**config.mk**
```make
export PLATFORM = sky130hd
export DESIGN_NAME = aml_name_string_decoder
export DESIGN_NICKNAME = d
export VERILOG_FILES = /design/src/design/aml_nsd_pkg.sv /design/src/design/aml_nsd_front.sv /design/src/design/aml_nsd_fifo.sv /design/src/design/aml_nsd_back.sv /design/src/design/aml_name_string_decoder.sv
export SDC_FILE = /design/constraint.sdc
export NUM_CORES = 1
export LEC_CHECK = 0
export BUFFER_PORTS_ARGS = -buffer_cell sky130_fd_sc_hd__buf_4
export CORE_ASPECT_RATIO = 1.2
export CORE_MARGIN = 3
export CORE_UTILIZATION = 35
export DETAILED_ROUTE_END_ITERATION = 7
export GPL_TIMING_DRIVEN = 0
export PLACE_DENSITY = 0.46
export SYNTH_ARGS = -nofsm -noshare
export SYNTH_HDL_FRONTEND = slang
export SYNTH_SLANG_ARGS = --single-unit
```
**constraint.sdc**
```tcl
create_clock -name aclk -period 13 [get_ports aclk]
set_input_delay 0.65 -clock aclk [delete_from_list [all_inputs] [get_ports aclk]]
set_output_delay 0.65 -clock aclk [all_outputs]
set_load 0.02 [all_outputs]
```
**src/design/aml_nsd_pkg.sv**
```systemverilog
package aml_nsd_pkg;

    // Decoder phase
    typedef enum logic [2:0] {
        PH_IDLE,
        PH_FRESH,
        PH_CARETS,
        PH_PATH,
        PH_COUNT,
        PH_SEG
    } phase_t;

    // Result kind, as carried on m_tuser
    typedef enum logic [1:0] {
        KIND_TEXT = 2'd0,
        KIND_DONE = 2'd1,
        KIND_BAD  = 2'd2
    } kind_t;

    // How a byte's group of results ends
    typedef enum logic [1:0] {
        TERM_NONE,
        TERM_DONE,
        TERM_BAD
    } term_t;

    // One classified byte: up to two text characters and an optional terminal result
    typedef struct packed {
        logic [1:0]  n_text;
        logic [7:0]  char0;
        logic [7:0]  char1;
        term_t       term;
        logic        absolute;
        logic [7:0]  hops;
        logic        nul_path;
        logic [15:0] consumed;
    } pkt_t;

    localparam int FIFO_DEPTH = 4;
    localparam int FIFO_AW    = $clog2(FIFO_DEPTH);
    localparam int FIFO_CW    = $clog2(FIFO_DEPTH + 1);

endpackage

```
**src/design/aml_nsd_front.sv**
```systemverilog
module aml_nsd_front #(
    parameter int TEXT_CAP = 64
) (
    input  logic              aclk,
    input  logic              aresetn,
    input  logic              take,
    input  logic [7:0]        data_byte,
    input  logic              start_req,
    input  logic              final_byte,
    output logic              push,
    output aml_nsd_pkg::pkt_t pkt
);

    localparam int TLEN_W = $clog2(TEXT_CAP);
    localparam logic [TLEN_W:0] CAP_W = (TLEN_W + 1)'(TEXT_CAP);

    localparam logic [7:0] CH_ROOT  = 8'h5C;
    localparam logic [7:0] CH_CARET = 8'h5E;
    localparam logic [7:0] CH_UNDER = 8'h5F;
    localparam logic [7:0] CH_DOT   = 8'h2E;
    localparam logic [7:0] OP_NULL  = 8'h00;
    localparam logic [7:0] OP_DUAL  = 8'h2E;
    localparam logic [7:0] OP_MULTI = 8'h2F;

    function automatic logic lead_ok(input logic [7:0] c);
        return (c == CH_UNDER) || (c >= 8'h41 && c <= 8'h5A);
    endfunction

    function automatic logic body_ok(input logic [7:0] c);
        return lead_ok(c) || (c >= 8'h30 && c <= 8'h39);
    endfunction

    function automatic logic room(input logic [TLEN_W-1:0] len);
        return ({1'b0, len} + (TLEN_W + 1)'(1)) < CAP_W;
    endfunction

    aml_nsd_pkg::phase_t phase_reg, phase_next;
    logic [7:0]        seg_tot_reg, seg_tot_next;
    logic [7:0]        seg_idx_reg, seg_idx_next;
    logic [1:0]        ch_idx_reg, ch_idx_next;
    logic [TLEN_W-1:0] tlen_reg, tlen_next;
    logic [7:0]        hops_reg, hops_next;
    logic              root_reg, root_next;
    logic [15:0]       bcnt_reg, bcnt_next;

    aml_nsd_pkg::term_t term;
    logic [1:0] n_text;
    logic [7:0] c0, c1;
    logic       is_null;

    // Next state: classify the byte and update the decoder state
    always_comb begin
        logic active;
        logic do_seg;
        logic bad;
        logic done;
        phase_next   = phase_reg;
        seg_tot_next = seg_tot_reg;
        seg_idx_next = seg_idx_reg;
        ch_idx_next  = ch_idx_reg;
        tlen_next    = tlen_reg;
        hops_next    = hops_reg;
        root_next    = root_reg;
        bcnt_next    = bcnt_reg;
        n_text       = 2'd0;
        c0           = 8'h00;
        c1           = 8'h00;
        is_null      = 1'b0;
        do_seg       = 1'b0;
        bad          = 1'b0;
        done         = 1'b0;
        active       = start_req || (phase_reg != aml_nsd_pkg::PH_IDLE);

        if (start_req) begin
            phase_next   = aml_nsd_pkg::PH_FRESH;
            seg_tot_next = 8'd0;
            seg_idx_next = 8'd0;
            ch_idx_next  = 2'd0;
            tlen_next    = '0;
            hops_next    = 8'd0;
            root_next    = 1'b0;
            bcnt_next    = 16'd0;
        end

        if (active) begin
            if (bcnt_next != 16'hFFFF) begin
                bcnt_next = bcnt_next + 16'd1;
            end

            case (phase_next)
                aml_nsd_pkg::PH_FRESH: begin
                    if (data_byte == CH_ROOT) begin
                        root_next  = 1'b1;
                        phase_next = aml_nsd_pkg::PH_PATH;
                    end else if (data_byte == CH_CARET) begin
                        hops_next  = 8'd1;
                        phase_next = aml_nsd_pkg::PH_CARETS;
                    end else begin
                        do_seg = 1'b1;
                    end
                end
                aml_nsd_pkg::PH_CARETS: begin
                    if (data_byte == CH_CARET) begin
                        if (hops_next != 8'hFF) begin
                            hops_next = hops_next + 8'd1;
                        end
                    end else begin
                        do_seg = 1'b1;
                    end
                end
                aml_nsd_pkg::PH_PATH: begin
                    do_seg = 1'b1;
                end
                aml_nsd_pkg::PH_COUNT: begin
                    if (data_byte == 8'd0) begin
                        bad = 1'b1;
                    end else begin
                        seg_tot_next = data_byte;
                        seg_idx_next = 8'd0;
                        ch_idx_next  = 2'd0;
                        phase_next   = aml_nsd_pkg::PH_SEG;
                    end
                end
                default: begin
                    // segment character; do_seg below covers the work
                end
            endcase

            // Path lead byte: NullName, dual, multi or first char of a single segment
            if (do_seg) begin
                do_seg = 1'b0;
                if (data_byte == OP_NULL) begin
                    is_null = 1'b1;
                    done    = 1'b1;
                end else begin
                    seg_idx_next = 8'd0;
                    ch_idx_next  = 2'd0;
                    if (data_byte == OP_DUAL) begin
                        seg_tot_next = 8'd2;
                        phase_next   = aml_nsd_pkg::PH_SEG;
                    end else if (data_byte == OP_MULTI) begin
                        phase_next = aml_nsd_pkg::PH_COUNT;
                    end else begin
                        seg_tot_next = 8'd1;
                        phase_next   = aml_nsd_pkg::PH_SEG;
                        do_seg       = 1'b1;
                    end
                end
            end else if (phase_reg == aml_nsd_pkg::PH_SEG && !start_req) begin
                do_seg = 1'b1;
            end

            // Segment character, with a dot ahead of every segment but the first
            if (do_seg) begin
                if (ch_idx_next == 2'd0 && seg_idx_next != 8'd0) begin
                    if (!room(tlen_next)) begin
                        bad = 1'b1;
                    end else begin
                        c0        = CH_DOT;
                        n_text    = 2'd1;
                        tlen_next = tlen_next + TLEN_W'(1);
                    end
                end
                if (!bad) begin
                    if ((ch_idx_next == 2'd0) ? !lead_ok(data_byte) : !body_ok(data_byte)) begin
                        bad = 1'b1;
                    end else if (!room(tlen_next)) begin
                        bad = 1'b1;
                    end else begin
                        if (n_text == 2'd0) begin
                            c0 = data_byte;
                        end else begin
                            c1 = data_byte;
                        end
                        n_text      = n_text + 2'd1;
                        tlen_next   = tlen_next + TLEN_W'(1);
                        ch_idx_next = ch_idx_next + 2'd1;
                        if (ch_idx_next == 2'd0) begin
                            seg_idx_next = seg_idx_next + 8'd1;
                            if (seg_idx_next == seg_tot_next) begin
                                done = 1'b1;
                            end
                        end
                    end
                end
            end

            if (!done && final_byte) begin
                bad = 1'b1;
            end
            if (bad || done) begin
                phase_next = aml_nsd_pkg::PH_IDLE;
            end
        end

        if (bad) begin
            term   = aml_nsd_pkg::TERM_BAD;
            n_text = 2'd0;
        end else if (done) begin
            term = aml_nsd_pkg::TERM_DONE;
        end else begin
            term = aml_nsd_pkg::TERM_NONE;
        end
    end

    // Outputs: build the queue entry for this byte
    always_comb begin
        pkt.n_text    = n_text;
        pkt.char0     = c0;
        pkt.char1     = c1;
        pkt.term      = term;
        pkt.absolute  = (term == aml_nsd_pkg::TERM_DONE) ? root_next : 1'b0;
        pkt.hops      = (term == aml_nsd_pkg::TERM_DONE) ? hops_next : 8'd0;
        pkt.nul_path  = (term == aml_nsd_pkg::TERM_DONE) && is_null;
        pkt.consumed  = (term != aml_nsd_pkg::TERM_NONE) ? bcnt_next : 16'd0;
        push          = take && ((n_text != 2'd0) || (term != aml_nsd_pkg::TERM_NONE));
    end

    // State registers
    always_ff @(posedge aclk) begin
        if (!aresetn) begin
            phase_reg   <= aml_nsd_pkg::PH_IDLE;
            seg_tot_reg <= 8'd0;
            seg_idx_reg <= 8'd0;
            ch_idx_reg  <= 2'd0;
            tlen_reg    <= '0;
            hops_reg    <= 8'd0;
            root_reg    <= 1'b0;
            bcnt_reg    <= 16'd0;
        end else if (take) begin
            phase_reg   <= phase_next;
            seg_tot_reg <= seg_tot_next;
            seg_idx_reg <= seg_idx_next;
            ch_idx_reg  <= ch_idx_next;
            tlen_reg    <= tlen_next;
            hops_reg    <= hops_next;
            root_reg    <= root_next;
            bcnt_reg    <= bcnt_next;
        end
    end

endmodule

```
**src/design/aml_nsd_fifo.sv**
```systemverilog
module aml_nsd_fifo (
    input  logic              aclk,
    input  logic              aresetn,
    input  logic              push,
    input  aml_nsd_pkg::pkt_t push_pkt,
    output logic              full,
    output logic              head_valid,
    output aml_nsd_pkg::pkt_t head_pkt,
    input  logic              pop
);

    localparam int AW = aml_nsd_pkg::FIFO_AW;
    localparam int CW = aml_nsd_pkg::FIFO_CW;
    localparam logic [CW-1:0] DEPTH_C = CW'(aml_nsd_pkg::FIFO_DEPTH);

    aml_nsd_pkg::pkt_t mem_reg [aml_nsd_pkg::FIFO_DEPTH];
    logic [AW-1:0] wr_ptr_reg, wr_ptr_next;
    logic [AW-1:0] rd_ptr_reg, rd_ptr_next;
    logic [CW-1:0] count_reg, count_next;

    assign full       = (count_reg == DEPTH_C);
    assign head_valid = (count_reg != '0);
    assign head_pkt   = mem_reg[rd_ptr_reg];

    // Pointer and fill bookkeeping
    always_comb begin
        wr_ptr_next = push ? wr_ptr_reg + AW'(1) : wr_ptr_reg;
        rd_ptr_next = pop ? rd_ptr_reg + AW'(1) : rd_ptr_reg;
        count_next  = count_reg + CW'(push) - CW'(pop);
    end

    always_ff @(posedge aclk) begin
        if (!aresetn) begin
            wr_ptr_reg <= '0;
            rd_ptr_reg <= '0;
            count_reg  <= '0;
        end else begin
            wr_ptr_reg <= wr_ptr_next;
            rd_ptr_reg <= rd_ptr_next;
            count_reg  <= count_next;
        end
    end

    // Entry storage
    always_ff @(posedge aclk) begin
        if (push) begin
            mem_reg[wr_ptr_reg] <= push_pkt;
        end
    end

    a_no_overflow: assert property (@(posedge aclk) disable iff (!aresetn)
        count_reg <= DEPTH_C)
        else $error("queue fill beyond depth");

    a_no_push_full: assert property (@(posedge aclk) disable iff (!aresetn)
        full |-> !push)
        else $error("transfer into a full queue");

    a_no_pop_empty: assert property (@(posedge aclk) disable iff (!aresetn)
        pop |-> head_valid)
        else $error("pop from an empty queue");

endmodule

```
**src/design/aml_nsd_back.sv**
```systemverilog
module aml_nsd_back (
    input  logic              aclk,
    input  logic              aresetn,
    input  logic              head_valid,
    input  aml_nsd_pkg::pkt_t head_pkt,
    output logic              pop,
    output logic              m_tvalid,
    input  logic              m_tready,
    output logic [39:0]       m_tdata,
    output logic [1:0]        m_tuser,
    output logic              m_tlast
);

    logic        slot_reg, slot_next;
    logic        valid_reg, valid_next;
    aml_nsd_pkg::kind_t kind_reg, kind_next;
    logic [7:0]  char_reg, char_next;
    logic        abs_reg, abs_next;
    logic [7:0]  hops_reg, hops_next;
    logic        null_reg, null_next;
    logic [15:0] cons_reg, cons_next;
    logic        last_reg, last_next;

    // Pick the result at the current slot of the head entry
    always_comb begin
        logic       load;
        logic       is_text;
        logic       is_final;
        logic [1:0] total;
        load     = !valid_reg || m_tready;
        total    = head_pkt.n_text + ((head_pkt.term != aml_nsd_pkg::TERM_NONE) ? 2'd1 : 2'd0);
        is_text  = ({1'b0, slot_reg} < head_pkt.n_text);
        is_final = ({1'b0, slot_reg} == total - 2'd1);

        slot_next  = slot_reg;
        valid_next = valid_reg;
        kind_next  = kind_reg;
        char_next  = char_reg;
        abs_next   = abs_reg;
        hops_next  = hops_reg;
        null_next  = null_reg;
        cons_next  = cons_reg;
        last_next  = last_reg;
        pop        = 1'b0;

        if (load) begin
            valid_next = head_valid;
            if (head_valid) begin
                pop       = is_final;
                slot_next = is_final ? 1'b0 : 1'b1;
                if (is_text) begin
                    kind_next = aml_nsd_pkg::KIND_TEXT;
                    char_next = slot_reg ? head_pkt.char1 : head_pkt.char0;
                    abs_next  = 1'b0;
                    hops_next = 8'd0;
                    null_next = 1'b0;
                    cons_next = 16'd0;
                    last_next = is_final;
                end else begin
                    kind_next = (head_pkt.term == aml_nsd_pkg::TERM_DONE) ?
                                aml_nsd_pkg::KIND_DONE : aml_nsd_pkg::KIND_BAD;
                    char_next = 8'h00;
                    abs_next  = head_pkt.absolute;
                    hops_next = head_pkt.hops;
                    null_next = head_pkt.nul_path;
                    cons_next = head_pkt.consumed;
                    last_next = 1'b1;
                end
            end
        end
    end

    always_ff @(posedge aclk) begin
        if (!aresetn) begin
            slot_reg  <= 1'b0;
            valid_reg <= 1'b0;
        end else begin
            slot_reg  <= slot_next;
            valid_reg <= valid_next;
        end
    end

    // Output payload register
    always_ff @(posedge aclk) begin
        kind_reg <= kind_next;
        char_reg <= char_next;
        abs_reg  <= abs_next;
        hops_reg <= hops_next;
        null_reg <= null_next;
        cons_reg <= cons_next;
        last_reg <= last_next;
    end

    assign m_tvalid = valid_reg;
    assign m_tuser  = kind_reg;
    assign m_tlast  = last_reg;
    assign m_tdata  = {6'd0, cons_reg, null_reg, hops_reg, abs_reg, char_reg};

    a_term_is_last: assert property (@(posedge aclk) disable iff (!aresetn)
        (valid_reg && kind_reg != aml_nsd_pkg::KIND_TEXT) |-> last_reg)
        else $error("terminal result without last");

endmodule

```
**src/design/aml_name_string_decoder.sv**
```systemverilog
// Channel | Signals                               | Content
// s_      | s_tvalid s_tready s_tdata s_tuser s_tlast | one AML byte, start flag, final flag
// m_      | m_tvalid m_tready m_tdata m_tuser m_tlast | one result: kind, char or summary
//
// One byte is taken every cycle while the four-entry queue has room.
// The back end sends one result per cycle while m_tready is high, so a byte giving two results
// (a dot and a character, or a last character and the completion) holds its queue entry for both.
// A result passes through the queue and then the output register before it leaves.
// aresetn is synchronous, active low, and clears the decoder, queue and output valid.
// A stalled m_ side fills the queue, then drops s_tready.
module aml_name_string_decoder #(
    parameter int TEXT_CAP = 64
) (
    input  logic        aclk,
    input  logic        aresetn,
    input  logic        s_tvalid,
    output logic        s_tready,
    input  logic [7:0]  s_tdata,   // [7:0] data_byte
    input  logic        s_tuser,   // [0] start_req
    input  logic        s_tlast,   // final_byte
    output logic        m_tvalid,
    input  logic        m_tready,
    // [7:0] text_char, [8] absolute, [16:9] parent_hops, [17] null path flag,
    // [33:18] consumed, [39:34] zero
    output logic [39:0] m_tdata,
    output logic [1:0]  m_tuser,   // [1:0] kind
    output logic        m_tlast    // last
);

    logic              q_full;
    logic              take;
    logic              push;
    aml_nsd_pkg::pkt_t push_pkt;
    logic              head_valid;
    aml_nsd_pkg::pkt_t head_pkt;
    logic              pop;

    assign s_tready = !q_full;
    assign take     = s_tvalid && !q_full;

    aml_nsd_front #(
        .TEXT_CAP (TEXT_CAP)
    ) u_front (
        .aclk       (aclk),
        .aresetn    (aresetn),
        .take       (take),
        .data_byte  (s_tdata),
        .start_req  (s_tuser),
        .final_byte (s_tlast),
        .push       (push),
        .pkt        (push_pkt)
    );

    aml_nsd_fifo u_fifo (
        .aclk       (aclk),
        .aresetn    (aresetn),
        .push       (push),
        .push_pkt   (push_pkt),
        .full       (q_full),
        .head_valid (head_valid),
        .head_pkt   (head_pkt),
        .pop        (pop)
    );

    aml_nsd_back u_back (
        .aclk       (aclk),
        .aresetn    (aresetn),
        .head_valid (head_valid),
        .head_pkt   (head_pkt),
        .pop        (pop),
        .m_tvalid   (m_tvalid),
        .m_tready   (m_tready),
        .m_tdata    (m_tdata),
        .m_tuser    (m_tuser),
        .m_tlast    (m_tlast)
    );

endmodule

```
==> results of run 1 <==
==> logic make-up after synthesis <==
family / Yosys count / synth area share, %
compound gates: 223 / 10.95
xor+xnor: 34 / 2.215
fa+ha+maj: 17 / 1.638
buf+inv: 93 / 2.960
flops: 284 / 58.74
mux: 56 / 8.478
other cells: 1 / 0.02789
simple gates: 385 / 14.98
==> worst max path at each step <==
stage | cells past startpoint | end | start | slack, ns
after floorplan | 21 | u_fifo.mem_reg[0][0] | s_tuser | 6.78
after global placement | 20 | u_fifo.mem_reg[0][0] | s_tdata[3] | 4.36
after detailed placement | 28 | u_fifo.count_reg[2] | s_tdata[3] | 5.54
after CTS | 29 | u_fifo.count_reg[2] | u_front.phase_reg[0] | 5.82
after global routing | 29 | u_fifo.count_reg[2] | u_front.phase_reg[0] | 5.28
final | 29 | u_fifo.count_reg[2] | u_front.phase_reg[0] | 5.78
==> where the power goes <==
| group | internal (mW) | total [mW] | switching [mW] |
|---|---|---|---|
| sequential | 1.10 | 1.13 | 0.0301 |
| clock | 0.511 | 0.869 | 0.358 |
| combinational | 0.251 | 0.632 | 0.381 |
| total | 1.86 | 2.63 | 0.769 |
==> worst max-delay path, delay by kind of cell, from the launching register on <==
| family | cells | cell delay, ns |
|---|---|---|
| compound gates | 9 | 2.42 |
| simple gates | 7 | 1.66 |
| fa+ha+maj | 5 | 1.28 |
| buf+inv | 5 | 0.68 |
| xor+xnor | 3 | 0.57 |
| flops | 1 | 0.42 |
==> cells in the mapped netlist, types with 16 or more instances <==
cell	n	share of area [%]
nor2_1	94	2.6
edfxtp_1	221	49
nand2_1	90	2.5
and2_1	47	2.2
a21oi_1	70	2.6
nand3_1	31	1.2
a22oi_1	16	0.89
xnor2_1	19	1.2
o21ai_0	50	1.9
and3_1	22	1.0
clkbuf_1	46	1.3
nor2b_1	18	0.84
mux4_2	46	7.7
nor3_1	24	0.89
dfxtp_1	63	9.4
ha_1	16	1.5
inv_1	21	0.59
==> per-stage QoR <==
stage	setup WS, ns	power, mW	std cells	area (um2)	hold WS [ns]
4_1_cts	5.822	2.672	1701	15610	0.3813
3_5_place_dp	5.542	1.795	1645	14600	0.4658
6_report	5.783	2.626	1701	15610	0.4020
2_1_floorplan	6.778	1.553	1110	13510	0.4365
3_3_place_gp	4.363	1.784	1640	14480	0.4582
5_1_grt	5.276	2.758	1701	15610	0.4242
==> per-layer routing <==
layer	vias up	track usage, %	wire, um
li1	4319	-	-
met1	4537	23.55	16010
met2	223	28.55	16740
met3	65	2.236	1535
met4	0	6.205	1176
met5	-	0	0
==> cell type report <==
type                       instances  area, um2  area share [%]
sequential                       284       7898           50.59
clock inverter                    20      186.4           1.194
tap                              480      600.6           3.847
timing repair buffer              55      475.5           3.046
multi-input combinational        733       5229           33.49
buffer                            69      307.8           1.972
inverter                          24      90.09          0.5771
clock buffer                      36      824.5           5.282
==> reports/qor.yml, run 1 <==
placement:
  gp_congestion: 0.8892
  dp_hpwl_um: 24670
  io_buffers: 50
clock_network:
  root_buffer: "clkbuf_16"
  h-tree-depth: 1
  postCtsResizedCells: 0
  path_clk_slew_ns: 0.07
  cts_hold_buf: 0
  cts_buffers: 30
  post_cts_buffers: 0
  clk_latency_ns: 0.57
  cts_tree: "done"
  cts.sinks: 284
  clockBufferDepth: 3
die:
  start_util_pct: 35.50
  fp.dieW_um: 184.9
  core-area_um2: 37870
  dieArea_um2: 40810
  num_rows: 78
  die_y_um: 220.7
  ios: 59
timing:
  slew_headroom_pct: 20.99
  finalCriticalPeriod_ns: 7.217
  worst_pin_slew_ns: 1.174
  finalSetupViolCount: 0
  finalHoldViolCount: 0
  skew_ns: 0.02271
  max_freq_mhz: 138.6
  slew_violations: 0
  rsz0062_at_grt: "false"
  timing.final.crit_share_pct: 55.51
  tns_ns: 0
setup_path:
  critPathSlowestCell: "a22oi_1"
  r2r_slack_ns: 5.78
  criticalPathCategory: "reg2reg"
  rr_worst_depth: 29
  reg2reg_from: "u_front.phase_reg[0]"
  cp.required_ns: 13.41
  end_kind: "flop"
  r2r-end: "u_fifo.count_reg[2]"
  worstPathMaxFanout: 10
  cpPeakStageDelay_ns: 0.52
  crit_path_start_kind: "flop"
  cp.arrival_ns: 7.63
global_route:
  overflow: 0
  grt_max_degree: 30
  grt_pass1_wl_um: 54580
  grt_use_total_pct: 17.30
  antenna_found_initial: 0
  grt_pass1_vias: 9022
routing:
  totalWireLength_um: 35460
  antenna_left: 0
  routedWlPerCell_um: 20.84
  dr.pass1.iters: 5
  drtIter0Drc: 735
  avgViaCountPerCell: 5.376
  via_count: 9144
  drc: 0
yosys:
  synth-edff-count: 221
  synth_flop_cell: "edfxtp_1"
  seq_area_frac_synth_pct: 58.74
  synth-async-reset-ratio_pct: 0
  synthCells: 1093
  ys_seq_elements: 284
  syn_area_per_cell_um2: 12.30
  ys_warn_count: 0
  yosysUniqueCellTypes: 91
  synth_area_um2: 13440
pwr:
  total_leakage_power_nw: 5.189
  power_density_nw_per_um2: 168.2
  vdd_drop_max_uv: 104.4
status:
  outcome: "complete, no violations"
hold_path:
  hold_end: "u_back.m_tvalid"
  whs_path_depth: 4
  worstHoldStart: "m_tready"
  hold_path_class: "in2reg"
final_layout:
  final_cell_mix: "edfxtp_1, nor2_1, nand2_1"
  largest_register_ffs: 184
  layout-drive-gt1-share_pct: 15.97
  syn2layout_area_growth_pct: 16.12
  nFillCells: 3634
  post-route-util_pct: 41.23
  antenna_cells: 0
  final_common_cell: "edfxtp_1"
  nets: 1228
run:
  maxCapViolCount: 0
Power figures use the tool's default switching activity.
==> inputs of run 2 (changes only) <==
--- a/config.mk
+++ b/config.mk
@@ -11,7 +11,7 @@
 export CORE_UTILIZATION = 35
 export DETAILED_ROUTE_END_ITERATION = 7
 export GPL_TIMING_DRIVEN = 0
-export PLACE_DENSITY = 0.46
+export PLACE_DENSITY = 0.48
 export SYNTH_ARGS = -nofsm -noshare
 export SYNTH_HDL_FRONTEND = slang
 export SYNTH_SLANG_ARGS = --single-unit
==> constraint.sdc (replaced) <==
create_clock -name aclk -period 6.45 [get_ports aclk]
set_input_delay 0.3225 -clock aclk [delete_from_list [all_inputs] [get_ports aclk]]
set_output_delay 0.3225 -clock aclk [all_outputs]
set_load 0.02 [all_outputs]
==> run 2 against run 1 <==
Non-clock buffer count is 7 higher. Die area unchanged. Critical path type unchanged. Critical path depth is the same. Worst hold slack worse by 0.33 ns. Total power increased by 100%. Clock-buffer cell count rose by 6. Critical endpoint unchanged. Setup slack worse by 5.5 ns. First-iteration DRC count is 14% higher.
==> reports/qor.yml, run 2 (synthesis results as in run 1) <==
clock_network:
  cts_tree: "done"
  h-tree-depth: 1
  cts_buffers: 30
  clk_latency_ns: 0.56
  cts_hold_buf: 0
  cts.sinks: 284
  root_buffer: "clkbuf_16"
  clockBufferDepth: 3
  path_clk_slew_ns: 0.07
die:
  core-area_um2: 37870
  dieArea_um2: 40810
  start_util_pct: 35.50
  num_rows: 78
  ios: 59
  die_y_um: 220.7
  fp.dieW_um: 184.9
pwr:
  switchingPower_mw: 1.541
  vdd_drop_max_uv: 241.5
  finalPower_mw: 5.364
  p_clk_share_pct: 33.9
  p_sw_share_pct: 28.72
  internal-power_mw: 3.823
  power_density_nw_per_um2: 339.8
  power_frac_comb_pct: 23.8
  power_frac_seq_pct: 42.3
  total_leakage_power_nw: 5.256
timing:
  rsz0062_at_grt: "false"
  worst_pin_slew_ns: 1.114
  slew_violations: 0
  slew_headroom_pct: 25.08
  whs_ns: 0.06954
  max_freq_mhz: 162.3
  finalCriticalPeriod_ns: 6.163
  finalSetupViolCount: 0
  skew_ns: 0.01368
  timing.final.crit_share_pct: 95.55
  finalHoldViolCount: 0
setup_path:
  criticalPathCategory: "reg2reg"
  r2r-end: "u_fifo.count_reg[2]"
  r2r_slack_ns: 0.29
  cpPeakStageDelay_ns: 0.53
  worst_path_most_repeated_cell: "inv_1"
  rr_worst_depth: 29
  worstPathMaxFanout: 8
  crit_path_start_kind: "flop"
  critPathSlowestCell: "or4b_1"
  end_kind: "flop"
  reg2reg_from: "u_front.phase_reg[2]"
  cp.arrival_ns: 6.57
  cp.required_ns: 6.86
hold_path:
  whs_path_depth: 3
  hold_path_class: "in2reg"
  hold_end: "u_front.tlen_reg[5]"
  worstHoldStart: "aresetn"
status:
  outcome: "complete, no violations"
final_layout:
  seq_area_um2: 7903
  post-route-util_pct: 41.68
  syn2layout_area_growth_pct: 17.40
  nets: 1235
  multi_input_area_um2: 5348
  final_cell_mix: "edfxtp_1, nor2_1, nand2_1"
  largest_register_ffs: 184
  layout-drive-gt1-share_pct: 17.24
  antenna_cells: 0
  nFillCells: 3599
  final_common_cell: "edfxtp_1"
global_route:
  grt_use_total_pct: 17.44
  grt_pass1_vias: 9070
  antenna_found_initial: 0
  grt_max_degree: 47
  grt_pass1_wl_um: 54540
  overflow: 0
routing:
  drtIter0Drc: 837
  via_count: 9144
  antenna_left: 0
  routedWlPerCell_um: 20.90
  dr.pass1.iters: 5
  totalWireLength_um: 35610
  avgViaCountPerCell: 5.366
  drc: 0
placement:
  io_buffers: 50
  dp_hpwl_um: 23890
  gp_congestion: 0.8969
run:
  maxCapViolCount: 0
run 2: cell count changes in the layout (fill, tap and decap cells not counted), moves of 3 or more:
cell and change:
and2_4 +3, clkinvlp_4 -3, clkinv_1 -4, buf_4 +10, a311oi_4 +3, clkinv_2 -4
clkbuf_1 +4
run 2: worst max-delay path by stage:
| stage | start | to | slack (ns) | cells past startpoint |
|---|---|---|---|---|
| CTS | u_front.phase_reg[0] | u_fifo.count_reg[2] | 0.01 | 29 |
| detailed placement | s_tdata[3] | u_fifo.count_reg[2] | -0.89 | 29 |
| global route | u_front.phase_reg[2] | u_fifo.count_reg[2] | 0.02 | 29 |
| global placement | s_tdata[3] | u_fifo.mem_reg[1][2] | -1.99 | 21 |
| floorplan | u_front.phase_reg[1] | u_fifo.mem_reg[0][0] | 0.49 | 21 |
| finish | u_front.phase_reg[2] | u_fifo.count_reg[2] | 0.29 | 29 |
run 2: cell type report:
| type | instances | share of cell area, % |
|---|---|---|
| inverters | 24 | 0.5707 |
| well taps | 480 | 3.805 |
| clock inverters | 10 | 1.141 |
| repair buffers | 62 | 3.187 |
| plain buffers | 69 | 1.982 |
| flip-flops and latches | 284 | 50.07 |
| multi-input cells | 733 | 33.88 |
| clock buffers | 42 | 5.367 |
run 2: repair_timing:
action	in CTS	in global routing
gates resized for setup	10	19
buffers inserted	3	6
pin swaps	2	11
setup endpoints to repair	191	152
cloned	0	0
run 2: power groups by stage:
| stage | clock [mW] | sequential (mW) | combinational [mW] |
|---|---|---|---|
| floorplan | 0 | 2.44 | 0.688 |
| global placement | 0 | 2.33 | 1.26 |
| detailed placement | 0 | 2.31 | 1.30 |
| CTS | 1.87 | 2.27 | 1.31 |
| global route | 1.93 | 2.28 | 1.40 |
| finish | 1.82 | 2.27 | 1.28 |
run 2: worst max-delay path, delay by kind of cell, from the launching register on:
| kind | cells | cell delay (ns) |
|---|---|---|
| simple gates | 6 | 1.35 |
| flops | 1 | 0.34 |
| compound gates | 10 | 1.98 |
| mux | 1 | 0.37 |
| buf+inv | 5 | 0.45 |
| fa+ha+maj | 5 | 1.19 |
| xor+xnor | 2 | 0.31 |
run 2: through the flow:
step,TNS (ns),instances,setup slack (ns),cell area (um2)
after global routing,0,1704,0.01655,15780
after CTS,0,1698,0.01004,15680
after detailed placement,-104.78,1643,-0.8935,14560
final,0,1704,0.2872,15780
after global placement,-357.23,1640,-1.985,14480
after floorplan,0,1110,0.4895,13510
run 2: routing by layer:
metal	wire, um	GRT usage [%]	vias up
met1	15770	23.29	4504
met2	16850	29.18	234
met5	0	0	-
met4	1268	6.280	0
li1	-	-	4336
met3	1720	2.401	70
